$ cat src/rtl/hed_pkg.sv
// hed_pkg: shared types, character codes and helper functions of the HTML entity decoder.
// Used by hed_ctrl, hed_datapath, html_entity_decoder_unit and hed_checker. No dependencies.
`timescale 1ns / 1ps

package hed_pkg;

	localparam int ENTITY_WINDOW_DEF = 10;

	localparam logic [7:0] CH_AMP   = 8'h26;
	localparam logic [7:0] CH_SEMI  = 8'h3B;
	localparam logic [7:0] CH_HASH  = 8'h23;
	localparam logic [7:0] CH_LT    = 8'h3C;
	localparam logic [7:0] CH_GT    = 8'h3E;
	localparam logic [7:0] CH_QUOT  = 8'h22;
	localparam logic [7:0] CH_APOS  = 8'h27;
	localparam logic [7:0] CH_SPACE = 8'h20;
	localparam logic [7:0] CH_LX    = 8'h78;
	localparam logic [7:0] CH_UX    = 8'h58;

	localparam logic [20:0] CODE_LIMIT = 21'h110000;

	typedef struct packed {
		logic [7:0] in_byte;
		logic       end_of_text;
	} hed_in_t;

	typedef struct packed {
		logic [7:0] out_byte;
		logic       run_last;
		logic       text_done;
	} hed_out_t;

	typedef enum logic [3:0] {
		S_IDLE,
		S_MATCH,
		S_PARSE,
		S_UTF,
		S_VAMP,
		S_VBYTES,
		S_VSEMI,
		S_RAMP,
		S_RSTEP
	} hed_state_t;

	typedef enum logic [3:0] {
		OP_NONE,
		OP_CLEAR,
		OP_APPEND,
		OP_PARSE_INIT,
		OP_PARSE_STEP,
		OP_IDX_CLR,
		OP_IDX_INC,
		OP_RESCAN_INIT,
		OP_RESCAN_STEP
	} hed_op_t;

	typedef enum logic [2:0] {
		EM_NONE,
		EM_IN,
		EM_AMP,
		EM_SEMI,
		EM_BUF,
		EM_NAME,
		EM_UTF,
		EM_CUR
	} hed_emit_t;

	typedef struct packed {
		hed_op_t   op;
		logic      take;
		logic      store;
		logic      look;
		hed_emit_t emit;
		logic      last;
		logic      done;
	} hed_cmd_t;

	typedef struct packed {
		logic can_emit;
		logic in_amp;
		logic in_semi;
		logic in_eot;
		logic eot;
		logic cnt_zero;
		logic cnt_fill;
		logic name_hit;
		logic num_start;
		logic parse_end;
		logic digit_bad;
		logic code_ok;
		logic utf_last;
		logic buf_last;
		logic buf0_amp;
		logic cur_amp;
		logic look_amp;
		logic idx_end;
	} hed_stat_t;

	// {valid, value}
	function automatic logic [4:0] digit_value(input logic [7:0] c, input logic hex);
		logic [4:0] r;
		r = 5'b0;
		if (c >= 8'h30 && c <= 8'h39) begin
			r = {1'b1, 4'(c - 8'h30)};
		end else if (hex && c >= 8'h61 && c <= 8'h66) begin
			r = {1'b1, 4'(c - 8'h57)};
		end else if (hex && c >= 8'h41 && c <= 8'h46) begin
			r = {1'b1, 4'(c - 8'h37)};
		end
		return r;
	endfunction

	// UTF-8 length minus one
	function automatic logic [1:0] utf8_lm1(input logic [20:0] code);
		logic [1:0] r;
		if (code < 21'h80) begin
			r = 2'd0;
		end else if (code < 21'h800) begin
			r = 2'd1;
		end else if (code < 21'h10000) begin
			r = 2'd2;
		end else begin
			r = 2'd3;
		end
		return r;
	endfunction

	function automatic logic [7:0] utf8_byte(input logic [20:0] code, input logic [1:0] lm1,
		input logic [1:0] pos);
		logic [7:0] r;
		r = {2'b10, code[5:0]};
		unique case (lm1)
			2'd0: r = code[7:0];
			2'd1: begin
				if (pos == 2'd0) r = {3'b110, code[10:6]};
			end
			2'd2: begin
				if (pos == 2'd0) r = {4'b1110, code[15:12]};
				else if (pos == 2'd1) r = {2'b10, code[11:6]};
			end
			2'd3: begin
				if (pos == 2'd0) r = {5'b11110, code[20:18]};
				else if (pos == 2'd1) r = {2'b10, code[17:12]};
				else if (pos == 2'd2) r = {2'b10, code[11:6]};
			end
			default: r = code[7:0];
		endcase
		return r;
	endfunction

endpackage

$ cat src/rtl/hed_datapath.sv
// hed_datapath: entity byte buffer, counters, numeric accumulator, name match and output register.
// Depends on hed_pkg; driven by hed_ctrl through hed_cmd_t, reports through hed_stat_t.
`timescale 1ns / 1ps

module hed_datapath #(
	parameter int ENTITY_WINDOW = hed_pkg::ENTITY_WINDOW_DEF
) (
	input  logic               clk,
	input  logic               arst_n,
	input  hed_pkg::hed_in_t   in_data,
	input  hed_pkg::hed_cmd_t  cmd,
	output hed_pkg::hed_stat_t stat,
	output logic               out_valid,
	input  logic               out_ready,
	output hed_pkg::hed_out_t  out_data
);

	localparam int CNT_W = $clog2(ENTITY_WINDOW + 1);
	localparam int IDX_W = $clog2(ENTITY_WINDOW);

	logic [7:0]       buf_q [ENTITY_WINDOW];
	logic [CNT_W-1:0] cnt_q;
	logic [CNT_W-1:0] idx_q;
	logic [CNT_W-1:0] look_idx;
	logic             look_ok;
	logic [IDX_W-1:0] rd_idx;
	logic [7:0]       rd_byte;
	logic [7:0]       cur_q;
	logic             eot_q;
	logic             hex_q;
	logic [20:0]      code_q;
	logic [20:0]      code_nx;
	logic [24:0]      code_sum;
	logic [4:0]       dig;
	logic [1:0]       utf_lm1;
	logic             name_hit;
	logic [7:0]       name_byte;
	logic [7:0]       emit_byte;
	logic             out_valid_q;
	hed_pkg::hed_out_t out_q;

	assign look_idx = idx_q + CNT_W'(1);
	assign look_ok  = look_idx < CNT_W'(ENTITY_WINDOW);
	assign rd_idx   = cmd.look ? (look_ok ? look_idx[IDX_W-1:0] : '0) : idx_q[IDX_W-1:0];
	assign rd_byte  = buf_q[rd_idx];

	assign dig      = hed_pkg::digit_value(rd_byte, hex_q);
	assign code_sum = hex_q ? (25'({code_q, 4'h0}) + 25'(dig[3:0]))
		: (25'({code_q, 3'b000}) + 25'({code_q, 1'b0}) + 25'(dig[3:0]));
	assign code_nx  = (code_sum > 25'(hed_pkg::CODE_LIMIT)) ? hed_pkg::CODE_LIMIT
		: code_sum[20:0];
	assign utf_lm1  = hed_pkg::utf8_lm1(code_q);

	always_comb begin
		name_hit  = 1'b1;
		name_byte = hed_pkg::CH_AMP;
		priority if (cnt_q == CNT_W'(3) && {buf_q[0], buf_q[1], buf_q[2]} == "amp") begin
			name_byte = hed_pkg::CH_AMP;
		end else if (cnt_q == CNT_W'(2) && {buf_q[0], buf_q[1]} == "lt") begin
			name_byte = hed_pkg::CH_LT;
		end else if (cnt_q == CNT_W'(2) && {buf_q[0], buf_q[1]} == "gt") begin
			name_byte = hed_pkg::CH_GT;
		end else if (cnt_q == CNT_W'(4)
			&& {buf_q[0], buf_q[1], buf_q[2], buf_q[3]} == "quot") begin
			name_byte = hed_pkg::CH_QUOT;
		end else if (cnt_q == CNT_W'(4)
			&& {buf_q[0], buf_q[1], buf_q[2], buf_q[3]} == "apos") begin
			name_byte = hed_pkg::CH_APOS;
		end else if (cnt_q == CNT_W'(4)
			&& {buf_q[0], buf_q[1], buf_q[2], buf_q[3]} == "nbsp") begin
			name_byte = hed_pkg::CH_SPACE;
		end else begin
			name_hit = 1'b0;
		end
	end

	always_comb begin
		unique case (cmd.emit)
			hed_pkg::EM_IN:   emit_byte = in_data.in_byte;
			hed_pkg::EM_AMP:  emit_byte = hed_pkg::CH_AMP;
			hed_pkg::EM_SEMI: emit_byte = hed_pkg::CH_SEMI;
			hed_pkg::EM_BUF:  emit_byte = rd_byte;
			hed_pkg::EM_NAME: emit_byte = name_byte;
			hed_pkg::EM_UTF:  emit_byte = hed_pkg::utf8_byte(code_q, utf_lm1, idx_q[1:0]);
			hed_pkg::EM_CUR:  emit_byte = cur_q;
			default:          emit_byte = in_data.in_byte;
		endcase
	end

	always_comb begin
		stat.can_emit  = !out_valid_q || out_ready;
		stat.in_amp    = in_data.in_byte == hed_pkg::CH_AMP;
		stat.in_semi   = in_data.in_byte == hed_pkg::CH_SEMI;
		stat.in_eot    = in_data.end_of_text;
		stat.eot       = eot_q;
		stat.cnt_zero  = cnt_q == '0;
		stat.cnt_fill  = cnt_q == CNT_W'(ENTITY_WINDOW - 1);
		stat.name_hit  = name_hit;
		stat.num_start = cnt_q >= CNT_W'(2) && buf_q[0] == hed_pkg::CH_HASH;
		stat.parse_end = idx_q == cnt_q;
		stat.digit_bad = !dig[4];
		stat.code_ok   = code_q != '0 && code_q < hed_pkg::CODE_LIMIT;
		stat.utf_last  = idx_q == CNT_W'(utf_lm1);
		stat.buf_last  = idx_q == cnt_q - CNT_W'(1);
		stat.buf0_amp  = buf_q[0] == hed_pkg::CH_AMP;
		stat.cur_amp   = cur_q == hed_pkg::CH_AMP;
		stat.look_amp  = look_ok && rd_byte == hed_pkg::CH_AMP;
		stat.idx_end   = idx_q == CNT_W'(ENTITY_WINDOW - 1);
	end

	always_ff @(posedge clk or negedge arst_n) begin
		if (!arst_n) begin
			cnt_q       <= '0;
			idx_q       <= '0;
			out_valid_q <= 1'b0;
		end else begin
			unique case (cmd.op)
				hed_pkg::OP_CLEAR:       cnt_q <= '0;
				hed_pkg::OP_RESCAN_INIT: cnt_q <= '0;
				hed_pkg::OP_APPEND:      cnt_q <= cnt_q + CNT_W'(1);
				hed_pkg::OP_RESCAN_STEP: begin
					if (cmd.store) cnt_q <= cnt_q + CNT_W'(1);
				end
				default: ;
			endcase
			unique case (cmd.op)
				hed_pkg::OP_PARSE_INIT: begin
					idx_q <= (buf_q[1] == hed_pkg::CH_LX || buf_q[1] == hed_pkg::CH_UX)
						? CNT_W'(2) : CNT_W'(1);
				end
				hed_pkg::OP_PARSE_STEP, hed_pkg::OP_IDX_INC, hed_pkg::OP_RESCAN_STEP: begin
					idx_q <= idx_q + CNT_W'(1);
				end
				hed_pkg::OP_IDX_CLR, hed_pkg::OP_RESCAN_INIT: idx_q <= '0;
				default: ;
			endcase
			if (cmd.emit != hed_pkg::EM_NONE) begin
				out_valid_q <= 1'b1;
			end else if (out_ready) begin
				out_valid_q <= 1'b0;
			end
		end
	end

	always_ff @(posedge clk) begin
		if (cmd.take) eot_q <= in_data.end_of_text;
		unique case (cmd.op)
			hed_pkg::OP_APPEND: buf_q[cnt_q[IDX_W-1:0]] <= in_data.in_byte;
			hed_pkg::OP_PARSE_INIT: begin
				hex_q  <= buf_q[1] == hed_pkg::CH_LX || buf_q[1] == hed_pkg::CH_UX;
				code_q <= '0;
			end
			hed_pkg::OP_PARSE_STEP:  code_q <= code_nx;
			hed_pkg::OP_RESCAN_INIT: cur_q <= buf_q[0];
			hed_pkg::OP_RESCAN_STEP: begin
				if (cmd.store) buf_q[cnt_q[IDX_W-1:0]] <= cur_q;
				cur_q <= rd_byte;
			end
			default: ;
		endcase
		if (cmd.emit != hed_pkg::EM_NONE) begin
			out_q.out_byte  <= emit_byte;
			out_q.run_last  <= cmd.last;
			out_q.text_done <= cmd.done;
		end
	end

	assign out_valid = out_valid_q;
	assign out_data  = out_q;

endmodule

$ cat src/rtl/hed_ctrl.sv
// hed_ctrl: state machine of the HTML entity decoder; sequences resolve, verbatim and rescan.
// Depends on hed_pkg; commands hed_datapath through hed_cmd_t.
`timescale 1ns / 1ps

module hed_ctrl (
	input  logic               clk,
	input  logic               arst_n,
	input  logic               in_valid,
	output logic               in_ready,
	input  hed_pkg::hed_stat_t stat,
	output hed_pkg::hed_cmd_t  cmd
);

	hed_pkg::hed_state_t state_q, state_d;
	logic open_q, open_d;
	logic semi_q, semi_d;
	logic emit_need;

	always_ff @(posedge clk or negedge arst_n) begin
		if (!arst_n) begin
			state_q <= hed_pkg::S_IDLE;
			open_q  <= 1'b0;
			semi_q  <= 1'b0;
		end else begin
			state_q <= state_d;
			open_q  <= open_d;
			semi_q  <= semi_d;
		end
	end

	always_comb begin
		state_d   = state_q;
		open_d    = open_q;
		semi_d    = semi_q;
		cmd.op    = hed_pkg::OP_NONE;
		cmd.take  = 1'b0;
		cmd.store = 1'b0;
		cmd.look  = 1'b0;
		cmd.emit  = hed_pkg::EM_NONE;
		cmd.last  = 1'b0;
		cmd.done  = 1'b0;
		in_ready  = 1'b0;
		emit_need = !open_q && !stat.cur_amp;

		unique case (state_q)
			hed_pkg::S_IDLE: begin
				in_ready = stat.can_emit;
				if (in_valid && stat.can_emit) begin
					cmd.take = 1'b1;
					if (!open_q) begin
						if (stat.in_amp && !stat.in_eot) begin
							open_d = 1'b1;
							cmd.op = hed_pkg::OP_CLEAR;
						end else begin
							cmd.emit = hed_pkg::EM_IN;
							cmd.last = 1'b1;
							cmd.done = stat.in_eot;
						end
					end else if (stat.in_semi) begin
						open_d  = 1'b0;
						state_d = hed_pkg::S_MATCH;
					end else begin
						cmd.op = hed_pkg::OP_APPEND;
						if (stat.cnt_fill) begin
							open_d  = 1'b0;
							state_d = hed_pkg::S_RAMP;
						end else if (stat.in_eot) begin
							open_d  = 1'b0;
							semi_d  = 1'b0;
							state_d = hed_pkg::S_VAMP;
						end
					end
				end
			end
			hed_pkg::S_MATCH: begin
				if (stat.name_hit) begin
					if (stat.can_emit) begin
						cmd.emit = hed_pkg::EM_NAME;
						cmd.last = 1'b1;
						cmd.done = stat.eot;
						cmd.op   = hed_pkg::OP_CLEAR;
						state_d  = hed_pkg::S_IDLE;
					end
				end else if (stat.num_start) begin
					cmd.op  = hed_pkg::OP_PARSE_INIT;
					state_d = hed_pkg::S_PARSE;
				end else begin
					semi_d  = 1'b1;
					state_d = hed_pkg::S_VAMP;
				end
			end
			hed_pkg::S_PARSE: begin
				if (stat.parse_end) begin
					if (stat.code_ok) begin
						cmd.op  = hed_pkg::OP_IDX_CLR;
						state_d = hed_pkg::S_UTF;
					end else begin
						semi_d  = 1'b1;
						state_d = hed_pkg::S_VAMP;
					end
				end else if (stat.digit_bad) begin
					semi_d  = 1'b1;
					state_d = hed_pkg::S_VAMP;
				end else begin
					cmd.op = hed_pkg::OP_PARSE_STEP;
				end
			end
			hed_pkg::S_UTF: begin
				if (stat.can_emit) begin
					cmd.emit = hed_pkg::EM_UTF;
					if (stat.utf_last) begin
						cmd.last = 1'b1;
						cmd.done = stat.eot;
						cmd.op   = hed_pkg::OP_CLEAR;
						state_d  = hed_pkg::S_IDLE;
					end else begin
						cmd.op = hed_pkg::OP_IDX_INC;
					end
				end
			end
			hed_pkg::S_VAMP: begin
				if (stat.can_emit) begin
					cmd.emit = hed_pkg::EM_AMP;
					if (!stat.cnt_zero) begin
						cmd.op  = hed_pkg::OP_IDX_CLR;
						state_d = hed_pkg::S_VBYTES;
					end else if (semi_q) begin
						state_d = hed_pkg::S_VSEMI;
					end else begin
						cmd.last = 1'b1;
						cmd.done = stat.eot;
						cmd.op   = hed_pkg::OP_CLEAR;
						state_d  = hed_pkg::S_IDLE;
					end
				end
			end
			hed_pkg::S_VBYTES: begin
				if (stat.can_emit) begin
					cmd.emit = hed_pkg::EM_BUF;
					if (!stat.buf_last) begin
						cmd.op = hed_pkg::OP_IDX_INC;
					end else if (semi_q) begin
						state_d = hed_pkg::S_VSEMI;
					end else begin
						cmd.last = 1'b1;
						cmd.done = stat.eot;
						cmd.op   = hed_pkg::OP_CLEAR;
						state_d  = hed_pkg::S_IDLE;
					end
				end
			end
			hed_pkg::S_VSEMI: begin
				if (stat.can_emit) begin
					cmd.emit = hed_pkg::EM_SEMI;
					cmd.last = 1'b1;
					cmd.done = stat.eot;
					cmd.op   = hed_pkg::OP_CLEAR;
					state_d  = hed_pkg::S_IDLE;
				end
			end
			hed_pkg::S_RAMP: begin
				if (stat.can_emit) begin
					cmd.emit = hed_pkg::EM_AMP;
					cmd.last = stat.buf0_amp && !stat.eot;
					cmd.op   = hed_pkg::OP_RESCAN_INIT;
					state_d  = hed_pkg::S_RSTEP;
				end
			end
			hed_pkg::S_RSTEP: begin
				cmd.look = 1'b1;
				if (!emit_need || stat.can_emit) begin
					cmd.op    = hed_pkg::OP_RESCAN_STEP;
					cmd.store = open_q;
					if (emit_need) begin
						cmd.emit = hed_pkg::EM_CUR;
						cmd.last = stat.idx_end || (stat.look_amp && !stat.eot);
						cmd.done = stat.idx_end && stat.eot;
					end
					if (!open_q && stat.cur_amp) open_d = 1'b1;
					if (stat.idx_end) begin
						if ((open_q || stat.cur_amp) && stat.eot) begin
							open_d  = 1'b0;
							semi_d  = 1'b0;
							state_d = hed_pkg::S_VAMP;
						end else begin
							state_d = hed_pkg::S_IDLE;
						end
					end
				end
			end
			default: state_d = hed_pkg::S_IDLE;
		endcase
	end

endmodule

$ cat src/rtl/html_entity_decoder_unit.sv
// Streaming HTML entity decoder: one text byte in per beat, zero or more decoded bytes out.
// A plain byte, or a byte that only extends an open entity, is taken straight from the idle state,
// so ordinary text flows at one byte per cycle while the output register has room. On ';' the
// controller resolves the entity: name match, then numeric digits one by one and a closing check,
// then the output bytes (1 to 4 UTF-8 bytes, or '&', the held bytes and ';' when it is emitted
// verbatim). A window overflow writes out the '&' and scans the held bytes again; an end-of-text
// flush writes out '&' and the held bytes. Output bytes leave one per cycle, as out_ready allows,
// from a single output register; the input side is held off while a result waits there unaccepted.
// Depends on hed_pkg, hed_ctrl, hed_datapath.
`timescale 1ns / 1ps

module html_entity_decoder_unit #(
	parameter int ENTITY_WINDOW = hed_pkg::ENTITY_WINDOW_DEF
) (
	input  logic              clk,
	input  logic              arst_n,
	input  logic              in_valid,
	output logic              in_ready,
	input  hed_pkg::hed_in_t  in_data,
	output logic              out_valid,
	input  logic              out_ready,
	output hed_pkg::hed_out_t out_data
);

	hed_pkg::hed_cmd_t  cmd;
	hed_pkg::hed_stat_t stat;

	hed_ctrl u_ctrl (
		.clk      (clk),
		.arst_n   (arst_n),
		.in_valid (in_valid),
		.in_ready (in_ready),
		.stat     (stat),
		.cmd      (cmd)
	);

	hed_datapath #(
		.ENTITY_WINDOW (ENTITY_WINDOW)
	) u_datapath (
		.clk       (clk),
		.arst_n    (arst_n),
		.in_data   (in_data),
		.cmd       (cmd),
		.stat      (stat),
		.out_valid (out_valid),
		.out_ready (out_ready),
		.out_data  (out_data)
	);

endmodule

$ cat config.mk
export PLATFORM = sky130hd
export DESIGN_NAME = html_entity_decoder_unit
export DESIGN_NICKNAME = d
export VERILOG_FILES = /design/src/rtl/hed_pkg.sv /design/src/rtl/hed_datapath.sv /design/src/rtl/hed_ctrl.sv /design/src/rtl/html_entity_decoder_unit.sv
export SDC_FILE = /design/constraint.sdc
export NUM_CORES = 1
export LEC_CHECK = 0
export ABC_AREA = 1
export ABC_CLOCK_PERIOD_IN_PS = 6500
export BUFFER_PORTS_ARGS = -buffer_cell sky130_fd_sc_hd__buf_4
export CAP_MARGIN = 20
export CORE_MARGIN = 10
export CORE_UTILIZATION = 49
export DETAILED_ROUTE_END_ITERATION = 12
export PLACE_DENSITY = 0.61
export SYNTH_ARGS = -nofsm -noshare
export SYNTH_HDL_FRONTEND = slang
export SYNTH_SLANG_ARGS = --single-unit
$ cat constraint.sdc
create_clock -name clk -period 6.5 [get_ports clk]
set_input_delay 1.3 -clock clk [delete_from_list [all_inputs] [get_ports clk]]
set_output_delay 1.3 -clock clk [all_outputs]
set_load 0.005 [all_outputs]
; ---- After elaboration in Yosys (flattened, before gate mapping)
; Memory sizes are Yosys's and may differ from the RTL's.
; Cells that the tools add are included.
[totals]
regBits = 56
n_memories = 1
output_inout_bits = 12
input_bits = 13
ram_bits = 80
[mem_list]
columns = memory, words, width, rd, rd_ports_with_merged_regs, write_ports, line
row1 = u_datapath.buf_q, 10, 8, 5, 0, 1, hed_datapath.sv:21  ; logic [7:0] buf_q [ENTITY_WINDOW];
[op_classes]
add_sub_neg = 9
muxes = 134
reduce_logical = 53
magnitude_cmp = 13
n_bitwise = 1
n_eq_ne = 69
[ops]
columns = cell, n
row1 = $mux 4, 31
row2 = $eq 32x31->1 const B, 3
row3 = $mux 8, 9
row4 = $pmux 4 s9, 2
row5 = $mux 5, 12
row6 = $add 25x4->25, 2
row7 = $eq 8x6->1 const B, 6
row8 = $pmux 8 s6, 1
row9 = $mux 1, 43
row10 = $pmux 21 s2, 1
row11 = $eq 4x3->1 const B, 9
row12 = $mux 3, 12
row13 = $eq 16x15->1 const B, 2
row14 = $pmux 4 s8, 1
row15 = $pmux 8 s4, 1
row16 = $add 24x22->25, 1
row17 = $gt 25x21->1 const B, 1
row18 = $mux 25, 1
row19 = $eq 24x23->1 const B, 1
row20 = $eq 4x2->1 const B, 6
row21 = $pmux 4 s3, 2
row22 = $logic_and 1x1->1, 22
row23 = $lt 21x12->1 const B, 1
row24 = $lt 21x17->1 const B, 1
row25 = 47 further kinds, 108

; ---- Depth between registers and ports, before layout
; An unclocked memory read counts as a cell.
[depth]
ltp_word = 22
mapped_depth = 53
mapped_depth_nobuf = 49

; ---- Cells and area by module
; A second synthesis with hierarchy kept.
[unflattened]
cells_unflattened = 1451
area_unflattened_um2 = 11094.4
[by_module_without_submodules]
columns = module, seq_area_each_um2, cells_each, area_per_inst_um2, n_inst
row1 = hed_datapath, 4339.2, 1235, 9994.6, 1
row2 = hed_ctrl, 150.1, 216, 1099.8, 1

; ---- Least setup slack after synthesis
; No wires, ideal clock.
[synth_path]
path_type = flip-flop to flip-flop
from = register u_datapath.idx_q[1]
to = register u_datapath.code_q[0] (data pin)
path_buffers = 4
arrival_ps = 5734
setup_ps = 138
period_less_slack_ps = 5872
stages_incl_launch_ff = 49
required_ps = 6362
setup_slack_ps = 628
cell_sequence = dfrtp_1 > buf_2 > inv_1 > ha_1 > inv_1 > nand3_1 > nand2_1 > nand2_2 > nand2_4 > buf_6 > buf_6 > nand2_1 > nand3_1 > nand3_1 > nand2_1 > nand2_1 > nand2_2 > inv_1 > [... 13 more ...] > o21ai_0 > nand2_1 > nand2_1 > nand3_1 > nand2_1 > nand2_1 > nand2_1 > or2_2 > nand3_1 > o21ai_0 > nor2_1 > nand2_1 > inv_1 > nand2_1 > nand2_2 > nand2_4 > buf_6 > nor2_1
[synth_between]
elab_chain_cells = 16
[synth_lines]
columns = element, line
row1 = "start, declared", hed_datapath.sv:23  ; logic [CNT_W-1:0] idx_q;
row2 = "start signal, assigned", hed_datapath.sv:128  ; idx_q <= (buf_q[1] == hed_pkg::CH_LX || buf_q[1] == hed_pkg::CH_UX)
row3 = "start signal, assigned", hed_datapath.sv:132  ; idx_q <= idx_q + CNT_W'(1);
row4 = $add 4x1->4, hed_datapath.sv:42  ; assign look_idx = idx_q + CNT_W'(1);
row5 = $lt 4x4->1, hed_datapath.sv:43  ; assign look_ok = look_idx < CNT_W'(ENTITY_WINDOW);
row6 = $mux 4 (2 in series), hed_datapath.sv:44  ; assign rd_idx = cmd.look ? (look_ok ? look_idx[IDX_W-1:0] : '0) : idx_q[IDX_W-1:0];
row7 = $mem_v2 10x8, -
row8 = $ge 8x7->1, hed_pkg.sv:107  ; end else if (hex && c >= 8'h41 && c <= 8'h46) begin
row9 = $logic_and 1x1->1 (2 in series), hed_pkg.sv:107
row10 = $mux 5, hed_pkg.sv:107
row11 = $mux 5, hed_pkg.sv:105  ; end else if (hex && c >= 8'h61 && c <= 8'h66) begin
row12 = $mux 5, hed_pkg.sv:103  ; if (c >= 8'h30 && c <= 8'h39) begin
row13 = "$add 25x4->25, or another cell as far along", hed_datapath.sv:49  ; : (25'({code_q, 3'b000}) + 25'({code_q, 1'b0}) + 25'(dig[3:0]));
row14 = $mux 25 / $mux 4 (equally long branches), "hed_datapath.sv:48, hed_ctrl.sv:93"
row15 = $gt 25x21->1 / $pmux 4 s9 (equally long branches), "hed_datapath.sv:50, hed_ctrl.sv:45"
row16 = "$mux 21, or another cell as far along", hed_datapath.sv:50  ; assign code_nx = (code_sum > 25'(hed_pkg::CODE_LIMIT)) ? hed_pkg::CODE_LIMIT
row17 = $pmux 21 s2 *, hed_datapath.sv:147  ; unique case (cmd.op)
row18 = "end signal, assigned", hed_datapath.sv:153  ; hed_pkg::OP_PARSE_STEP: code_q <= code_nx;
row19 = "end, declared", hed_datapath.sv:31  ; logic [20:0] code_q;
; Mark *: on every way between the ends. The rest lies on a longest branch, timed or not.
; A chain may end at the register's enable or synchronous reset.

; ---- Worst setup path after layout
[layout_path]
from = register u_datapath.idx_q[0]
to = register u_datapath.code_q[19] (data pin)
; Same word-level chain as after synthesis.

==> run summary <==
WP data arrival = 6520 ps
HPWL after DPL = 22700 um
Post-Synthesis Cells = 1271
post-synthesis compound-gate area fraction = 11.3%
global placer's final weighted congestion = 0.952
H-tree Lvls = 4
final clock skew = 18.0 ps
Max-Slew Margin vs Limit = 37.7%
# diodes = 0
Area growth, synth to finish = 16.3%
post-route ant nets = 0
overall power = 4500 uW
max incr delay on CP = 430 ps
area of the die = 27200 um^2
Die H = 165 um
cell at the slowest stage of the critical path = dfrtp_1
initial drt markers = 994
DR WL/cell = 19.0 um
share of layout cells above drive strength 1 = 15.0%
first-pass GRT wire length = 46700 um
CTS tree = yes
CTS Root Cell = clkbuf_16
post-synthesis instance area = 10300 um^2
Leak = 0.00522 uW
Filler cells = 1924
vias in the first global route = 8466
largest net degree at the start of global routing = 33
vias = 9335
Slew Viols, Final = 0
CTS sink cnt = 152
final setup violating endpoints = 0
boundary pin count = 25
GRT Overall Usage = 22.1%
FP Rows = 52
Hold Crit Class = reg -> reg
crit-path max FO = 9
transition time of the tightest slew-check pin = 927 ps
Simple-Gate Fraction of Synth Area = 28.4%
commonest non-fill, non-tap cell in the layout = nand2_1
Horiz. Die Dim = 165 um
final setup TNS = 0 ps
FF+latch area = 4490 um^2
Nets = 1412
core area = 20400 um^2
Min Clock Period, post-route = 6230 ps
CTS buffer count = 17
XOR/XNOR share of the synthesized area = 0.767%
max cap viols = 0
Seq/Total Area, Yosys = 43.7%
startpoint types = flip-flop
initial core utilization = 50.3%
Avg Inst Size Synth = 8.09 um^2
clock transition at the registers of the reported paths = 70 ps
adder-cell area share of the yosys netlist = 6.96%
mux contribution to synthesized area = 0.219%
critical path required time = 6790 ps
fin crit share = 95.9%
clock latency on the worst-skew pair = 440 ps
vias per cell = 5.74
outcome = completed
ys async rst share = 9.87%
most frequent cells in the layout = 268 x nand2_1, 169 x inv_1, 149 x nand3_1
Worst Setup End Kind = flip-flop
Power per Cell Area = 376 nW/um^2
EDFF count, synth = 137
Final Hold Viols = 0
Overflow after GRT = 0
f_max = 160 MHz
DRT Pass-1 Iters = 6
flops & latches, synth = 152
Distinct cells, synth = 58
number of port buffers = 24
Post-route DRC = 0
syn_nets = 1340
worst setup path class = reg -> reg
main combinational cell family by area after synthesis = simple AND/OR/NAND/NOR gates
main flop type after synthesis = edfxtp_1
final wirelength = 30800 um
area occupied by multi-input gates = 5180 um^2
worst vdd ir = 0.190 mV
Clock Path Buffers = 2
YS warnings = 0
initial antenna violation count = 0
-- worst paths after layout --
path	to	cells after the start	startpoint	slack (ps)
setup / recovery	u_datapath.code_q[19]$_SDFFCE_PN0P_	43	u_datapath.idx_q[0]$_DFFE_PN0P_	270
hold / removal	u_ctrl.semi_q$_DFFE_PN0P_	2	u_ctrl.semi_q$_DFFE_PN0P_	500
setup reg to reg	u_datapath.code_q[19]$_SDFFCE_PN0P_	43	u_datapath.idx_q[0]$_DFFE_PN0P_	270
hold reg to reg	u_ctrl.semi_q$_DFFE_PN0P_	2	u_ctrl.semi_q$_DFFE_PN0P_	500
max in group asynchronous	u_ctrl.state_q[1]$_DFFE_PN0P_	1	arst_n	5590
min in group asynchronous	u_datapath.cnt_q[1]$_DFFE_PN0P_	1	arst_n	710
-- critical path, delay by kind of cell (launching register included) --
kind / cells / cell delay (ps)
AO/OA/AOI/OAI: 3 / 580
flip-flops: 1 / 430
buffers and inverters: 6 / 610
AND/OR/NAND/NOR: 29 / 3190
adder cells (fa/ha/maj): 5 / 1230
-- area by class of cell --
type	count	share of cell area [%]
multi-input cells	914	43.4
flip-flops and latches	152	37.6
inverters	178	5.67
repair buffers	80	5.38
clock buffers	17	3.56
well taps	270	2.82
clock inverters	15	1.66
-- registers in the layout, summed over array words and instances, names as in the netlist, 4 cells and up --
name and flops:
u_datapath.buf_q 96, u_datapath.cnt_q 4, u_datapath.idx_q 4, u_datapath.code_q 21, u_datapath.out_data 10, u_ctrl.state_q 4, u_datapath.cur_q 8
-- per-layer routing --
| metal | up-vias | wire [um] | GRT usage [%] |
|---|---|---|---|
| met3 | 50 | 2260 | 3.78 |
| met4 | 0 | 679 | 6.56 |
| li1 | 4511 | - | - |
| met5 | - | 0 | 0 |
| met1 | 4367 | 13300 | 29.8 |
| met2 | 407 | 14600 | 35.6 |
-- synth_stat cells, drive strengths merged, types with 4 or more instances --
library cell / count / area, um^2
nand2: 282 / 1100
inv: 176 / 661
nand3: 161 / 833
edfxtp: 137 / 4110
nor2: 127 / 517
o21ai: 90 / 462
ha: 54 / 676
a21oi: 45 / 229
nor3: 33 / 165
buf: 24 / 196
nand4: 16 / 100
dfrtp: 15 / 375
o22ai: 11 / 68.8
or2: 11 / 68.8
nor4: 10 / 62.6
o2111ai: 9 / 78.8
o211ai: 9 / 67.6
clkbuf: 7 / 26.3
xor2: 6 / 52.6
a31oi: 5 / 46.3
nor3b: 4 / 35.0
-- power by group --
part,switching (uW),internal [uW]
logic,1420,795
registers,69.8,1180
clock network,472,557
total,1960,2540
-- per-stage QoR --
stage                     util, %  setup slack [ps]  instances  instance area (um^2)  hold slack [ps]
after floorplan                 -               628       1271                 10300              453
after global placement       52.9              5.37       1565                 10800              470
after detailed placement     52.9             -72.1       1565                 10800              486
after CTS                    56.1              5.78       1597                 11500              499
after global routing         58.5             -98.9       1626                 12000              524
final                        58.5               268       1626                 12000              497
-- cells by family after synthesis --
group / after synthesis
xor+xnor: 9
simple gates: 650
buf+inv: 209
fa+ha+maj: 56
flops: 152
compound gates: 193
mux: 2
-- what timing repair did --
| item | 4_1_cts | 5_1_grt |
|---|---|---|
| pin swaps | 0 | 16 |
| setup buffers | 0 | 23 |
| gates resized for setup | 5 | 63 |
| setup endpoints to repair | 20 | 21 |
| hold buffers | 0 | 0 |
| cloned | 0 | 5 |
Power figures use the tool's default switching activity.
